<file path="src/hw/rtl/spc_pkg.sv">
`default_nettype none

package spc_pkg;

	// Width of a whole-degree hysteresis limit.
	localparam int LIMIT_WIDTH = 7;

	// Fixed temperature thresholds in whole degrees.
	localparam int POOL_MAX_DEG     = 33;
	localparam int AUX_MAX_DEG      = 58;
	localparam int DIFF_DHW_DEG     = 8;
	localparam int DIFF_WINTER_DEG  = 9;
	localparam int POOL_GAP_DEG     = 12;
	localparam int DIFF_AUX_DEG     = 14;

	// Bit positions in the pump drive word.
	localparam int PUMP_DHW  = 0;
	localparam int PUMP_POOL = 1;
	localparam int PUMP_AUX  = 2;

	// Register indexes on the configuration port.
	localparam logic [1:0] REG_AUTO_ENABLE    = 2'd0;
	localparam logic [1:0] REG_PRIORITY_MODE  = 2'd1;
	localparam logic [1:0] REG_DHW_LOW_LIMIT  = 2'd2;
	localparam logic [1:0] REG_DHW_HIGH_LIMIT = 2'd3;

	typedef enum logic [1:0] {
		MODE_NORMAL = 2'd0,
		MODE_WINTER = 2'd1,
		MODE_POOL   = 2'd2,
		MODE_NO_AUX = 2'd3
	} mode_t;

	typedef struct packed {
		logic                   auto_enable;
		mode_t                  priority_mode;
		logic [LIMIT_WIDTH-1:0] dhw_low_limit;
		logic [LIMIT_WIDTH-1:0] dhw_high_limit;
	} cfg_t;

	typedef struct packed {
		logic [2:0]             drive;
		logic                   last_dhw_seen;
		logic [LIMIT_WIDTH-1:0] dhw_limit;
	} ctl_state_t;

endpackage

`default_nettype wire

</file>
<file path="src/hw/rtl/spc_if.sv">
`default_nettype none

interface spc_sample_if #(
	parameter int TEMP_WIDTH = 12
);
	logic                         valid;
	logic                         ready;
	logic signed [TEMP_WIDTH-1:0] collector_temp;
	logic signed [TEMP_WIDTH-1:0] dhw_tank_temp;
	logic signed [TEMP_WIDTH-1:0] pool_temp;
	logic signed [TEMP_WIDTH-1:0] aux_tank_temp;

	modport source (
		output valid, collector_temp, dhw_tank_temp, pool_temp, aux_tank_temp,
		input  ready
	);
	modport sink (
		input  valid, collector_temp, dhw_tank_temp, pool_temp, aux_tank_temp,
		output ready
	);
endinterface

interface spc_result_if;
	import spc_pkg::*;
	logic                   valid;
	logic                   ready;
	logic                   dhw_pump_on;
	logic                   pool_pump_on;
	logic                   aux_pump_on;
	logic [LIMIT_WIDTH-1:0] dhw_limit_used;

	modport source (
		output valid, dhw_pump_on, pool_pump_on, aux_pump_on, dhw_limit_used,
		input  ready
	);
	modport sink (
		input  valid, dhw_pump_on, pool_pump_on, aux_pump_on, dhw_limit_used,
		output ready
	);
endinterface

`default_nettype wire

</file>
<file path="src/hw/rtl/spc_decide.sv">
`default_nettype none

module spc_decide #(
	parameter int TEMP_WIDTH = 12
) (
	input  wire logic signed [TEMP_WIDTH-1:0] collector_temp,
	input  wire logic signed [TEMP_WIDTH-1:0] dhw_tank_temp,
	input  wire logic signed [TEMP_WIDTH-1:0] pool_temp,
	input  wire logic signed [TEMP_WIDTH-1:0] aux_tank_temp,
	input  wire spc_pkg::cfg_t                cfg,
	input  wire spc_pkg::ctl_state_t          cur,
	output      spc_pkg::ctl_state_t          nxt
);
	import spc_pkg::*;

	// One extra bit keeps the differences exact.
	localparam int W = TEMP_WIDTH + 1;

	localparam logic signed [W-1:0] POOL_MAX    = W'(POOL_MAX_DEG * 16);
	localparam logic signed [W-1:0] AUX_MAX     = W'(AUX_MAX_DEG * 16);
	localparam logic signed [W-1:0] DIFF_DHW    = W'(DIFF_DHW_DEG * 16);
	localparam logic signed [W-1:0] DIFF_WINTER = W'(DIFF_WINTER_DEG * 16);
	localparam logic signed [W-1:0] POOL_GAP    = W'(POOL_GAP_DEG * 16);
	localparam logic signed [W-1:0] DIFF_AUX    = W'(DIFF_AUX_DEG * 16);

	logic signed [W-1:0]    coll_x, tank_x, pool_x, aux_x, lim_x;
	logic signed [W-1:0]    d_tank, d_pool, d_aux;
	logic                   dhw_now;
	logic [LIMIT_WIDTH-1:0] limit_new;
	logic                   tank_cold, pool_cold, aux_cold;
	logic                   want_dhw, want_pool, want_aux;
	logic [2:0]             drive_new;

	always_comb begin
		dhw_now = cur.drive[PUMP_DHW];
		if (dhw_now != cur.last_dhw_seen) begin
			limit_new = dhw_now ? cfg.dhw_high_limit : cfg.dhw_low_limit;
		end else begin
			limit_new = cur.dhw_limit;
		end

		coll_x = {collector_temp[TEMP_WIDTH-1], collector_temp};
		tank_x = {dhw_tank_temp[TEMP_WIDTH-1], dhw_tank_temp};
		pool_x = {pool_temp[TEMP_WIDTH-1], pool_temp};
		aux_x  = {aux_tank_temp[TEMP_WIDTH-1], aux_tank_temp};
		lim_x  = {{(W - LIMIT_WIDTH - 4){1'b0}}, limit_new, 4'b0000};

		d_tank = coll_x - tank_x;
		d_pool = coll_x - pool_x;
		d_aux  = coll_x - aux_x;

		tank_cold = tank_x < lim_x;
		pool_cold = pool_x < POOL_MAX;
		aux_cold  = aux_x < AUX_MAX;

		case (cfg.priority_mode)
			MODE_NORMAL: begin
				want_dhw  = tank_cold && (d_tank > DIFF_DHW);
				want_pool = pool_cold && (d_pool > POOL_GAP);
				want_aux  = aux_cold && (d_aux > DIFF_AUX);
			end
			MODE_WINTER: begin
				want_dhw  = tank_cold && (d_tank > DIFF_WINTER);
				want_pool = 1'b0;
				want_aux  = aux_cold && (d_aux > DIFF_WINTER);
			end
			MODE_POOL: begin
				want_dhw  = 1'b0;
				want_pool = pool_cold && (d_pool > DIFF_WINTER);
				want_aux  = aux_cold && (d_aux > DIFF_WINTER);
			end
			default: begin
				want_dhw  = tank_cold && (d_tank > DIFF_DHW);
				want_pool = pool_cold && (d_pool > POOL_GAP);
				want_aux  = 1'b0;
			end
		endcase

		drive_new = 3'b000;
		if (want_dhw) begin
			drive_new[PUMP_DHW] = 1'b1;
		end else if (want_pool) begin
			drive_new[PUMP_POOL] = 1'b1;
		end else if (want_aux) begin
			drive_new[PUMP_AUX] = 1'b1;
		end

		nxt.drive         = cfg.auto_enable ? drive_new : cur.drive;
		nxt.last_dhw_seen = dhw_now;
		nxt.dhw_limit     = limit_new;
	end

endmodule

`default_nettype wire

</file>
<file path="src/hw/rtl/solar_pump_priority_controller.sv">
`default_nettype none

// Channel   Direction  Transfer contents
// in_ch     sink       collector, hot-water tank, pool, aux tank temperatures
// out_ch    source     three pump drives and the hysteresis limit in use
// APB       slave      four control registers at byte addresses 0, 4, 8, 12
//
// A sample set is captured in the input register, decided combinationally and
// written to the result register; one transfer per cycle is sustained in both
// directions while out_ch.ready stays high, so throughput is one item per clock.
// The controller state (pump drive, last hot-water drive, limit) updates when an
// item moves into the result register, so each item sees its predecessor's state.
// A stalled result register holds the input register, and in_ch.ready drops only
// when both hold an item. Reset loads the register defaults and turns all pumps off.
module solar_pump_priority_controller #(
	parameter int TEMP_WIDTH = 12
) (
	input  wire logic        clk,
	input  wire logic        arst_n,
	input  wire logic        psel,
	input  wire logic        penable,
	input  wire logic        pwrite,
	input  wire logic [3:0]  paddr,
	input  wire logic [31:0] pwdata,
	output      logic [31:0] prdata,
	output      logic        pready,
	spc_sample_if.sink       in_ch,
	spc_result_if.source     out_ch
);
	import spc_pkg::*;

	// Configuration registers.
	cfg_t cfg_q;

	// Input register: one sample set waiting to be decided.
	logic                         valid_s1;
	logic signed [TEMP_WIDTH-1:0] coll_s1, tank_s1, pool_s1, aux_s1;

	// Controller state carried from item to item.
	ctl_state_t state_q, state_next;

	// Result register.
	logic                   out_valid_q;
	logic [2:0]             out_drive_q;
	logic [LIMIT_WIDTH-1:0] out_limit_q;

	logic advance;
	logic cfg_write;

	// The input stage moves on when the result register is empty or being drained.
	assign advance     = valid_s1 && (!out_valid_q || out_ch.ready);
	assign in_ch.ready = !valid_s1 || advance;

	// APB: zero wait states, the write lands in the access phase.
	assign pready    = 1'b1;
	assign cfg_write = psel && penable && pwrite;

	always_ff @(posedge clk or negedge arst_n) begin
		if (!arst_n) begin
			cfg_q.auto_enable    <= 1'b1;
			cfg_q.priority_mode  <= MODE_NORMAL;
			cfg_q.dhw_low_limit  <= LIMIT_WIDTH'(50);
			cfg_q.dhw_high_limit <= LIMIT_WIDTH'(58);
		end else if (cfg_write) begin
			case (paddr[3:2])
				REG_AUTO_ENABLE:    cfg_q.auto_enable    <= pwdata[0];
				REG_PRIORITY_MODE:  cfg_q.priority_mode  <= mode_t'(pwdata[1:0]);
				REG_DHW_LOW_LIMIT:  cfg_q.dhw_low_limit  <= pwdata[LIMIT_WIDTH-1:0];
				REG_DHW_HIGH_LIMIT: cfg_q.dhw_high_limit <= pwdata[LIMIT_WIDTH-1:0];
				default: ;
			endcase
		end
	end

	always_comb begin
		prdata = '0;
		case (paddr[3:2])
			REG_AUTO_ENABLE:    prdata[0] = cfg_q.auto_enable;
			REG_PRIORITY_MODE:  prdata[1:0] = cfg_q.priority_mode;
			REG_DHW_LOW_LIMIT:  prdata[LIMIT_WIDTH-1:0] = cfg_q.dhw_low_limit;
			REG_DHW_HIGH_LIMIT: prdata[LIMIT_WIDTH-1:0] = cfg_q.dhw_high_limit;
			default:            prdata = '0;
		endcase
	end

	// Input register control.
	always_ff @(posedge clk or negedge arst_n) begin
		if (!arst_n) begin
			valid_s1 <= 1'b0;
		end else if (in_ch.ready) begin
			valid_s1 <= in_ch.valid;
		end
	end

	// Sample payload carries no reset.
	always_ff @(posedge clk) begin
		if (in_ch.valid && in_ch.ready) begin
			coll_s1 <= in_ch.collector_temp;
			tank_s1 <= in_ch.dhw_tank_temp;
			pool_s1 <= in_ch.pool_temp;
			aux_s1  <= in_ch.aux_tank_temp;
		end
	end

	spc_decide #(
		.TEMP_WIDTH(TEMP_WIDTH)
	) u_decide (
		.collector_temp(coll_s1),
		.dhw_tank_temp (tank_s1),
		.pool_temp     (pool_s1),
		.aux_tank_temp (aux_s1),
		.cfg           (cfg_q),
		.cur           (state_q),
		.nxt           (state_next)
	);

	// Controller state: pumps off, last hot-water drive seen as on, limit zero.
	always_ff @(posedge clk or negedge arst_n) begin
		if (!arst_n) begin
			state_q.drive         <= 3'b000;
			state_q.last_dhw_seen <= 1'b1;
			state_q.dhw_limit     <= '0;
		end else if (advance) begin
			state_q <= state_next;
		end
	end

	// Result register control.
	always_ff @(posedge clk or negedge arst_n) begin
		if (!arst_n) begin
			out_valid_q <= 1'b0;
		end else if (advance) begin
			out_valid_q <= 1'b1;
		end else if (out_ch.ready) begin
			out_valid_q <= 1'b0;
		end
	end

	always_ff @(posedge clk) begin
		if (advance) begin
			out_drive_q <= state_next.drive;
			out_limit_q <= state_next.dhw_limit;
		end
	end

	assign out_ch.valid          = out_valid_q;
	assign out_ch.dhw_pump_on    = out_drive_q[PUMP_DHW];
	assign out_ch.pool_pump_on   = out_drive_q[PUMP_POOL];
	assign out_ch.aux_pump_on    = out_drive_q[PUMP_AUX];
	assign out_ch.dhw_limit_used = out_limit_q;

	// Never more than one pump runs.
	a_one_pump: assert property (@(posedge clk) disable iff (!arst_n)
		$onehot0(state_q.drive))
		else $error("more than one pump driven");

	// With automatic control off the drives are frozen.
	a_hold_drive: assert property (@(posedge clk) disable iff (!arst_n)
		(advance && !cfg_q.auto_enable) |=> (state_q.drive == $past(state_q.drive)))
		else $error("pump drive changed with automatic control off");

	// The limit moves only on a hot-water drive edge.
	a_limit_hold: assert property (@(posedge clk) disable iff (!arst_n)
		(advance && (state_q.drive[PUMP_DHW] == state_q.last_dhw_seen))
		|=> (state_q.dhw_limit == $past(state_q.dhw_limit)))
		else $error("hysteresis limit changed without a pump edge");

	// A stalled result stays valid and keeps its contents.
	a_stall_hold: assert property (@(posedge clk) disable iff (!arst_n)
		(out_valid_q && !out_ch.ready) |=> (out_valid_q && $stable(out_drive_q)
			&& $stable(out_limit_q)))
		else $error("result register lost data while stalled");

endmodule

`default_nettype wire

</file>
<file path="src/flat_wrapper.sv">
// flat-port wrapper written by rule: the top's interface ports become plain ports
module solar_pump_priority_controller_flat import spc_pkg::*;
#(
	parameter int TEMP_WIDTH = 12
)
  (clk, arst_n, psel, penable, pwrite, paddr, pwdata, prdata, pready, in_ch_valid, in_ch_collector_temp, in_ch_dhw_tank_temp, in_ch_pool_temp, in_ch_aux_tank_temp, in_ch_ready, out_ch_valid, out_ch_dhw_pump_on, out_ch_pool_pump_on, out_ch_aux_pump_on, out_ch_dhw_limit_used, out_ch_ready);
  spc_sample_if #(.TEMP_WIDTH(TEMP_WIDTH)) in_ch_i ();
  spc_result_if out_ch_i ();
  input  wire logic clk;
  input  wire logic arst_n;
  input  wire logic psel;
  input  wire logic penable;
  input  wire logic pwrite;
  input  wire logic [3:0] paddr;
  input  wire logic [31:0] pwdata;
  output      logic [31:0] prdata;
  output      logic pready;
  input wire logic [$bits(in_ch_i.valid)-1:0] in_ch_valid;
  input wire logic [$bits(in_ch_i.collector_temp)-1:0] in_ch_collector_temp;
  input wire logic [$bits(in_ch_i.dhw_tank_temp)-1:0] in_ch_dhw_tank_temp;
  input wire logic [$bits(in_ch_i.pool_temp)-1:0] in_ch_pool_temp;
  input wire logic [$bits(in_ch_i.aux_tank_temp)-1:0] in_ch_aux_tank_temp;
  output wire logic [$bits(in_ch_i.ready)-1:0] in_ch_ready;
  output wire logic [$bits(out_ch_i.valid)-1:0] out_ch_valid;
  output wire logic [$bits(out_ch_i.dhw_pump_on)-1:0] out_ch_dhw_pump_on;
  output wire logic [$bits(out_ch_i.pool_pump_on)-1:0] out_ch_pool_pump_on;
  output wire logic [$bits(out_ch_i.aux_pump_on)-1:0] out_ch_aux_pump_on;
  output wire logic [$bits(out_ch_i.dhw_limit_used)-1:0] out_ch_dhw_limit_used;
  input wire logic [$bits(out_ch_i.ready)-1:0] out_ch_ready;
  assign in_ch_i.valid = in_ch_valid;
  assign in_ch_i.collector_temp = in_ch_collector_temp;
  assign in_ch_i.dhw_tank_temp = in_ch_dhw_tank_temp;
  assign in_ch_i.pool_temp = in_ch_pool_temp;
  assign in_ch_i.aux_tank_temp = in_ch_aux_tank_temp;
  assign in_ch_ready = in_ch_i.ready;
  assign out_ch_valid = out_ch_i.valid;
  assign out_ch_dhw_pump_on = out_ch_i.dhw_pump_on;
  assign out_ch_pool_pump_on = out_ch_i.pool_pump_on;
  assign out_ch_aux_pump_on = out_ch_i.aux_pump_on;
  assign out_ch_dhw_limit_used = out_ch_i.dhw_limit_used;
  assign out_ch_i.ready = out_ch_ready;
  solar_pump_priority_controller #(.TEMP_WIDTH(TEMP_WIDTH)) u_core (.clk(clk), .arst_n(arst_n), .psel(psel), .penable(penable), .pwrite(pwrite), .paddr(paddr), .pwdata(pwdata), .prdata(prdata), .pready(pready), .in_ch(in_ch_i), .out_ch(out_ch_i));
endmodule
</file>
<file path="config.mk">
export PLATFORM = sky130hd
export DESIGN_NAME = solar_pump_priority_controller_flat
export DESIGN_NICKNAME = d
export VERILOG_FILES = /design/src/hw/rtl/spc_pkg.sv /design/src/hw/rtl/spc_if.sv /design/src/hw/rtl/spc_decide.sv /design/src/hw/rtl/solar_pump_priority_controller.sv /design/src/flat_wrapper.sv
export SDC_FILE = /design/constraint.sdc
export NUM_CORES = 1
export LEC_CHECK = 0
export BUFFER_PORTS_ARGS = -buffer_cell sky130_fd_sc_hd__buf_4
export CORE_ASPECT_RATIO = 1.4
export CORE_UTILIZATION = 46
export DETAILED_ROUTE_END_ITERATION = 6
export PLACE_DENSITY = 0.7
export SETUP_SLACK_MARGIN = 0.05
export SLEW_MARGIN = 5
export SYNTH_ARGS = -nofsm -noshare
export SYNTH_HDL_FRONTEND = slang
export SYNTH_SLANG_ARGS = --single-unit
</file>
<file path="constraint.sdc">
create_clock -name clk -period 5.7 [get_ports clk]
set_input_delay 0.285 -clock clk [delete_from_list [all_inputs] [get_ports clk]]
set_output_delay 0.285 -clock clk [all_outputs]
set_load 0.02 [all_outputs]
</file>
======== Word-level counts from Yosys, hierarchy flattened ========
Index checks and enable logic that the tools add are counted.
cells by class
  $add $sub $neg .......................... 3
  magnitude comparators ................... 9
  equal/unequal tests ..................... 6
  multiplexer cells ....................... 16
  reductions and logical operators ........ 22
operators with widths
  cell                                                                               count
  13-bit by 9-bit greater-than comparator with 1-bit output (second input constant)  6
  12-bit by 12-bit subtractor with 13-bit output                                     3
  12-bit by 11-bit less-than comparator with 1-bit output (second input constant)    2
  7-bit 2-to-1 mux                                                                   2
  12-bit less-than comparator                                                        1
  1-bit logical AND                                                                  10
  5-bit case mux with 2 select lines                                                 1
  2-bit AND reduction                                                                4
  2-bit == test (second input constant)                                              3
  1-bit 2-to-1 mux                                                                   6
  1-bit case mux with 2 select lines                                                 3
  2-bit by 1-bit == test with 1-bit output (second input constant)                   2
  2-bit logical NOT                                                                  2
  1-bit case mux with 4 select lines                                                 1
  3-bit 2-to-1 mux                                                                   1
  1-bit case mux with 3 select lines                                                 1
  1-bit logical NOT                                                                  2
  1-bit logical OR                                                                   2
  2-bit 2-to-1 mux                                                                   1
  2-bit nonzero test                                                                 1
  2-bit OR reduction                                                                 1
  1-bit != test                                                                      1
word-level totals
  register bits after elaboration ......... 88
  bits of input ports ..................... 91
  output and inout bits ................... 45
  logic and storage cells ................. 71

======== Depth between registers and ports, before layout ========
  word-level depth ........................ 8
  mapped depth ............................ 13
  gate-level depth less buffers ........... 12

======== Cells and area by module ========
Synthesis repeated with hierarchy kept, for this count alone.
second synthesis, totals
  cell total of the unflattened synthesis .. 512
  area total of the unflattened synthesis .. 5,664.2 µm²
by module, submodules not included
  module                          instances  cells each  area an instance (µm²)  sequential area each (µm²)
  solar_pump_priority_controller  1          175         3,270.6                 2,503.7
  spc_decide                      1          337         2,393.5                 0.0

======== Worst setup path before layout ========
No wires, ideal clock.
  kind .................................... reg-to-reg
  from .................................... register u_core.state_q[7] (netlist name)
  to ...................................... register u_core.out_drive_q[1] (data pin)
  library setup time ...................... 0.260 ns
  data arrival time ....................... 3.090 ns
  required time ........................... 5.440 ns
  slack ................................... 2.350 ns
  stages on the path, launching flop included .. 13
  buffers on the path ..................... 2
  period minus slack after synthesis ...... 3.350 ns
  cells stage by stage .................... dfstp_2 > buf_1 > clkbuf_1 > a211oi_1 > a21oi_1 > inv_1 > ha_1 > a21o_1 > a221oi_1 > a21oi_1 > a2111oi_4 > nor2b_1 > mux2_2
RTL lines
  what                      RTL line                               source
  start: declaration        solar_pump_priority_controller.sv:40   ctl_state_t state_q, state_next;
  start signal: assignment  solar_pump_priority_controller.sv:124  state_q <= state_next;
  end signal: assignment    solar_pump_priority_controller.sv:141  out_drive_q <= state_next.drive;
  end: declaration          solar_pump_priority_controller.sv:44   logic [2:0] out_drive_q;

==> flow_summary.rst <==
.. list-table::
   :header-rows: 1

   * - Metric
     - Value
   * - VDD IR-drop max
     - 0.0001780 V
   * - Maximum number of pins on one net before global-route repair
     - 49
   * - Sink count of the clock tree
     - 88
   * - Filler cell count
     - 1073
   * - Fraction of final layout cells with drive strength greater than 1
     - 24.84%
   * - Clock insertion delay at the later pin of the skew report
     - 350 ps
   * - Pleak
     - 3.007 nW
   * - Async set or reset register ratio after synthesis
     - 34.09%
   * - Number of antenna violations at the first check in global routing
     - 0
   * - Hold Vio Cnt, Final
     - 0
   * - Setup Skew
     - 11.11 ps
   * - Setup slack of the critical path after layout
     - 2359 ps
   * - Element type at the critical path end
     - flip-flop
   * - Instance count of the mapped netlist
     - 541
   * - Total wirelength of the detailed-routed design
     - 12.44 mm
   * - Sum of negative setup slack
     - 0 ps
   * - Top Family by Delay on Critical Path
     - compound AO/OA/AOI/OAI gates
   * - Detail-routed via count per cell
     - 5.543
   * - Count of buffering cells on the critical path with inverters included
     - 1
   * - Leading cell type in the layout, fill and taps excluded
     - sky130_fd_sc_hd__buf_4
   * - Routed len/inst
     - 16.07 um
   * - Critical setup path kind
     - flip-flop to flip-flop
   * - DRC violation count after routing
     - 0
   * - Maximum single-stage delay on the critical path
     - 460 ps
   * - Max-cap check violation count
     - 0
   * - Sequential area share after synthesis
     - 42.77%
   * - Slowest-stage cell, CP
     - sky130_fd_sc_hd__fa_1
   * - Final weighted congestion of routability-driven global placement
     - 0.8174
   * - First-pass iteration count of the detailed router
     - 4
   * - Placed wire-length estimate after detailed placement
     - 9.504 mm
   * - Growth of design area from synthesis to finish
     - 16.54%
   * - GRT Util Overall
     - 19.33%
   * - # nets final
     - 758
   * - Category of the worst setup path launch point
     - flip-flop
   * - Cell accounting for the most synthesized area
     - sky130_fd_sc_hd__edfxtp_1
   * - Count of warnings emitted by yosys
     - 0
   * - Type of the most critical hold path
     - primary input to flip-flop
   * - Number of I/O pins
     - 136
   * - Placement Setup Slack
     - 2377 ps
   * - Setup crit end
     - u_core.out_drive_q[2]$_DFFE_PP_
   * - Clock H-tree levels
     - 3
   * - Area enclosed by the die boundary
     - 13190 um^2
   * - Finished Layout Cells
     - 774
   * - FF-to-FF End
     - u_core.out_drive_q[2]$_DFFE_PP_
   * - Setup-failing EPs final
     - 0
   * - Clock root cell
     - sky130_fd_sc_hd__clkbuf_16
   * - Max-Slew Margin vs Limit
     - 24.91%
   * - Startpoint of the worst setup timing path
     - u_core.coll_s1[1]$_DFFE_PP_
   * - Std cell rows
     - 48
   * - Maximum fanout along the worst path
     - 4
   * - Instance count after placement with tap cells included
     - 757
   * - Wire length of the first global-routing pass
     - 20.22 mm
   * - Highest clock rate
     - 0.2993 GHz
   * - Transition time at the pin with the least slew margin
     - 1126 ps
   * - Clock period minus worst slack
     - 3341 ps
   * - Number of synthesized register bits
     - 88
   * - Floorplan die width
     - 97.35 um
   * - Critical-path cell list
     - inv_1 -> fa_1 -> nand2b_1 -> a21oi_2 -> and2b_1 -> a311oi_2 -> a221oi_1 -> o41ai_2 -> a211oi_2 -> a2111oi_2 -> mux2_2
   * - Total clock buffers created by CTS
     - 9
   * - Worst EP arrival
     - 3560 ps
   * - Result of the run
     - finished clean
   * - Number of cells on the worst reg-to-reg path
     - 11
   * - Congestion Overflow GR
     - 0
   * - TritonCTS clock tree
     - yes
   * - Area of the core
     - 12370 um^2
   * - Most instantiated flip-flop cell in the synthesis netlist
     - sky130_fd_sc_hd__edfxtp_1
   * - Data required time at the worst endpoint
     - 5920 ps
   * - Final period util
     - 58.62%
   * - Most used cells in the layout excluding fill and tap cells
     - 82 x sky130_fd_sc_hd__buf_4, 58 x sky130_fd_sc_hd__edfxtp_1, 51 x sky130_fd_sc_hd__inv_1
   * - Die Y-Extent
     - 135.5 um
   * - Count of final max-slew check failures
     - 0
   * - Largest buffer count on any clock path
     - 2
   * - Worst flop-to-flop path startpoint
     - u_core.coll_s1[1]$_DFFE_PP_
   * - Vias
     - 4290
   * - Antenna violation net count after detailed routing
     - 0
   * - I/O Buffers
     - 82
   * - RSZ-0062 raised after global routing
     - no
   * - Stages on worst setup path
     - 11
   * - Number of flops mapped to enable cells by yosys
     - 58
   * - Synthesized area divided by synthesized cell count
     - 10.82 um^2
   * - Pwr/cell area
     - 345.4 nW/um^2
   * - Post-CTS Resized
     - 0
   * - Number of instances on the worst hold path
     - 1
   * - DRT iter0 DRCs
     - 197
   * - # diodes
     - 0
   * - Area fraction of the dominant cell type after synthesis
     - 29.75%
   * - Tightest hold margin
     - 108.6 ps
   * - Post-synth cell types
     - 72
   * - Starting density of the core
     - 47.32%
   * - Post-Syn Area
     - 5854 um^2
   * - Clk slew on worst S/H paths
     - 80 ps
   * - Worst R2R Setup Slack
     - 2360 ps
   * - Top cells by area, synth
     - sky130_fd_sc_hd__edfxtp_1 30%, sky130_fd_sc_hd__ha_1 9.6%, sky130_fd_sc_hd__dfrtp_1 9.0%
   * - Number of global-route vias before repair
     - 4319
-- Yosys cell counts (3+ instances only) --
master / instances
sky130_fd_sc_hd__edfxtp_1: 58
sky130_fd_sc_hd__inv_1: 51
sky130_fd_sc_hd__ha_1: 45
sky130_fd_sc_hd__a21oi_1: 31
sky130_fd_sc_hd__mux2_2: 31
sky130_fd_sc_hd__buf_4: 26
sky130_fd_sc_hd__dfrtp_1: 21
sky130_fd_sc_hd__mux2i_1: 19
sky130_fd_sc_hd__nand2_1: 19
sky130_fd_sc_hd__nor2b_1: 19
sky130_fd_sc_hd__nor2_1: 15
sky130_fd_sc_hd__clkbuf_1: 13
sky130_fd_sc_hd__o21a_1: 11
sky130_fd_sc_hd__o21ai_0: 11
sky130_fd_sc_hd__nand2b_1: 10
sky130_fd_sc_hd__nor3_1: 10
sky130_fd_sc_hd__a211oi_1: 9
sky130_fd_sc_hd__a21o_1: 9
sky130_fd_sc_hd__dfstp_2: 9
sky130_fd_sc_hd__nand3_1: 8
sky130_fd_sc_hd__a31oi_1: 7
sky130_fd_sc_hd__xnor2_1: 7
sky130_fd_sc_hd__xor2_1: 7
sky130_fd_sc_hd__o211ai_1: 6
sky130_fd_sc_hd__and2_1: 4
sky130_fd_sc_hd__nand4_1: 4
sky130_fd_sc_hd__nor4_1: 4
sky130_fd_sc_hd__o2111ai_1: 4
sky130_fd_sc_hd__o21ai_1: 4
sky130_fd_sc_hd__o31a_1: 4
sky130_fd_sc_hd__o31ai_1: 4
sky130_fd_sc_hd__or2_2: 4
sky130_fd_sc_hd__fa_1: 3
sky130_fd_sc_hd__or3_1: 3
-- worst min-delay path by stage --
| stage | slack (ps) | end | start |
|---|---|---|---|
| after CTS | 100 | u_core.tank_s1[8]$_DFFE_PP_ | in_ch_dhw_tank_temp[8] |
| after global routing | 90 | u_core.tank_s1[8]$_DFFE_PP_ | in_ch_dhw_tank_temp[8] |
| final | 110 | u_core.tank_s1[8]$_DFFE_PP_ | in_ch_dhw_tank_temp[8] |
| after global placement | 230 | u_core.cfg_q[7]$_DFFE_PN0P_ | arst_n |
| after floorplan | -10 | u_core.cfg_q[0]$_DFFE_PN0P_ | arst_n |
| after detailed placement | 230 | u_core.cfg_q[0]$_DFFE_PN0P_ | arst_n |
-- metal layers --
metal	part of all wire [%]	routed length [um]	GRT usage [%]
met5	0	0	0
met2	52	6461	34.86
met3	3.3	406	3.251
met1	42	5267	22.59
met4	2.4	303	8.497
-- per-stage QoR --
step           area, um^2  total power [W]  util [%]
4_1_cts              6823         0.002371     55.15
3_3_place_gp         6501         0.001730     52.55
2_1_floorplan        5944         0.001537         -
3_5_place_dp         6501         0.001760     52.55
5_1_grt              6823         0.002500     55.15
6_report             6823         0.002356     55.15
-- area by class of cell --
cell class / count / area (um^2) / share of cell area [%]
Multi-Input combinational cell: 386 / 3003 / 44.01
Sequential cell: 88 / 2504 / 36.70
Clock inverter: 7 / 86.33 / 1.265
Timing Repair Buffer: 83 / 625.6 / 9.169
Tap cell: 150 / 187.7 / 2.751
Inverter: 51 / 191.4 / 2.806
Clock buffer: 9 / 225.2 / 3.301
-- logic make-up after synthesis --
logic type	share of synthesized area [%]
mux	9.788
compound gates	16.09
other cells	0.1283
simple gates	10.79
flops	42.77
fa+ha+maj	10.84
xor+xnor	2.095
buf+inv	7.502
-- power breakdown --
part	total (W)	internal, W	switching, W
Sequential	0.000954	0.000836	0.000118
Clock	0.000598	0.000314	0.000284
Combinational	0.000805	0.000386	0.000419
-- state kept, by name, summed over array words and instances, names as in the netlist --
name / cells
u_core.aux_s1: 12
u_core.out_ch.dhw_limit_used: 7
u_core.cfg_q: 17
u_core.state_q: 11
u_core.pool_s1: 12
u_core.coll_s1: 12
u_core.valid_s1: 1
u_core.out_ch.valid: 1
u_core.tank_s1: 12
u_core.out_drive_q: 3
-- repair_timing --
item                      4_1_cts  5_1_grt
hold endpoints to repair       21        0
setup buffers                   0        0
hold buffers                    1        0
Power figures use the tool's default switching activity.
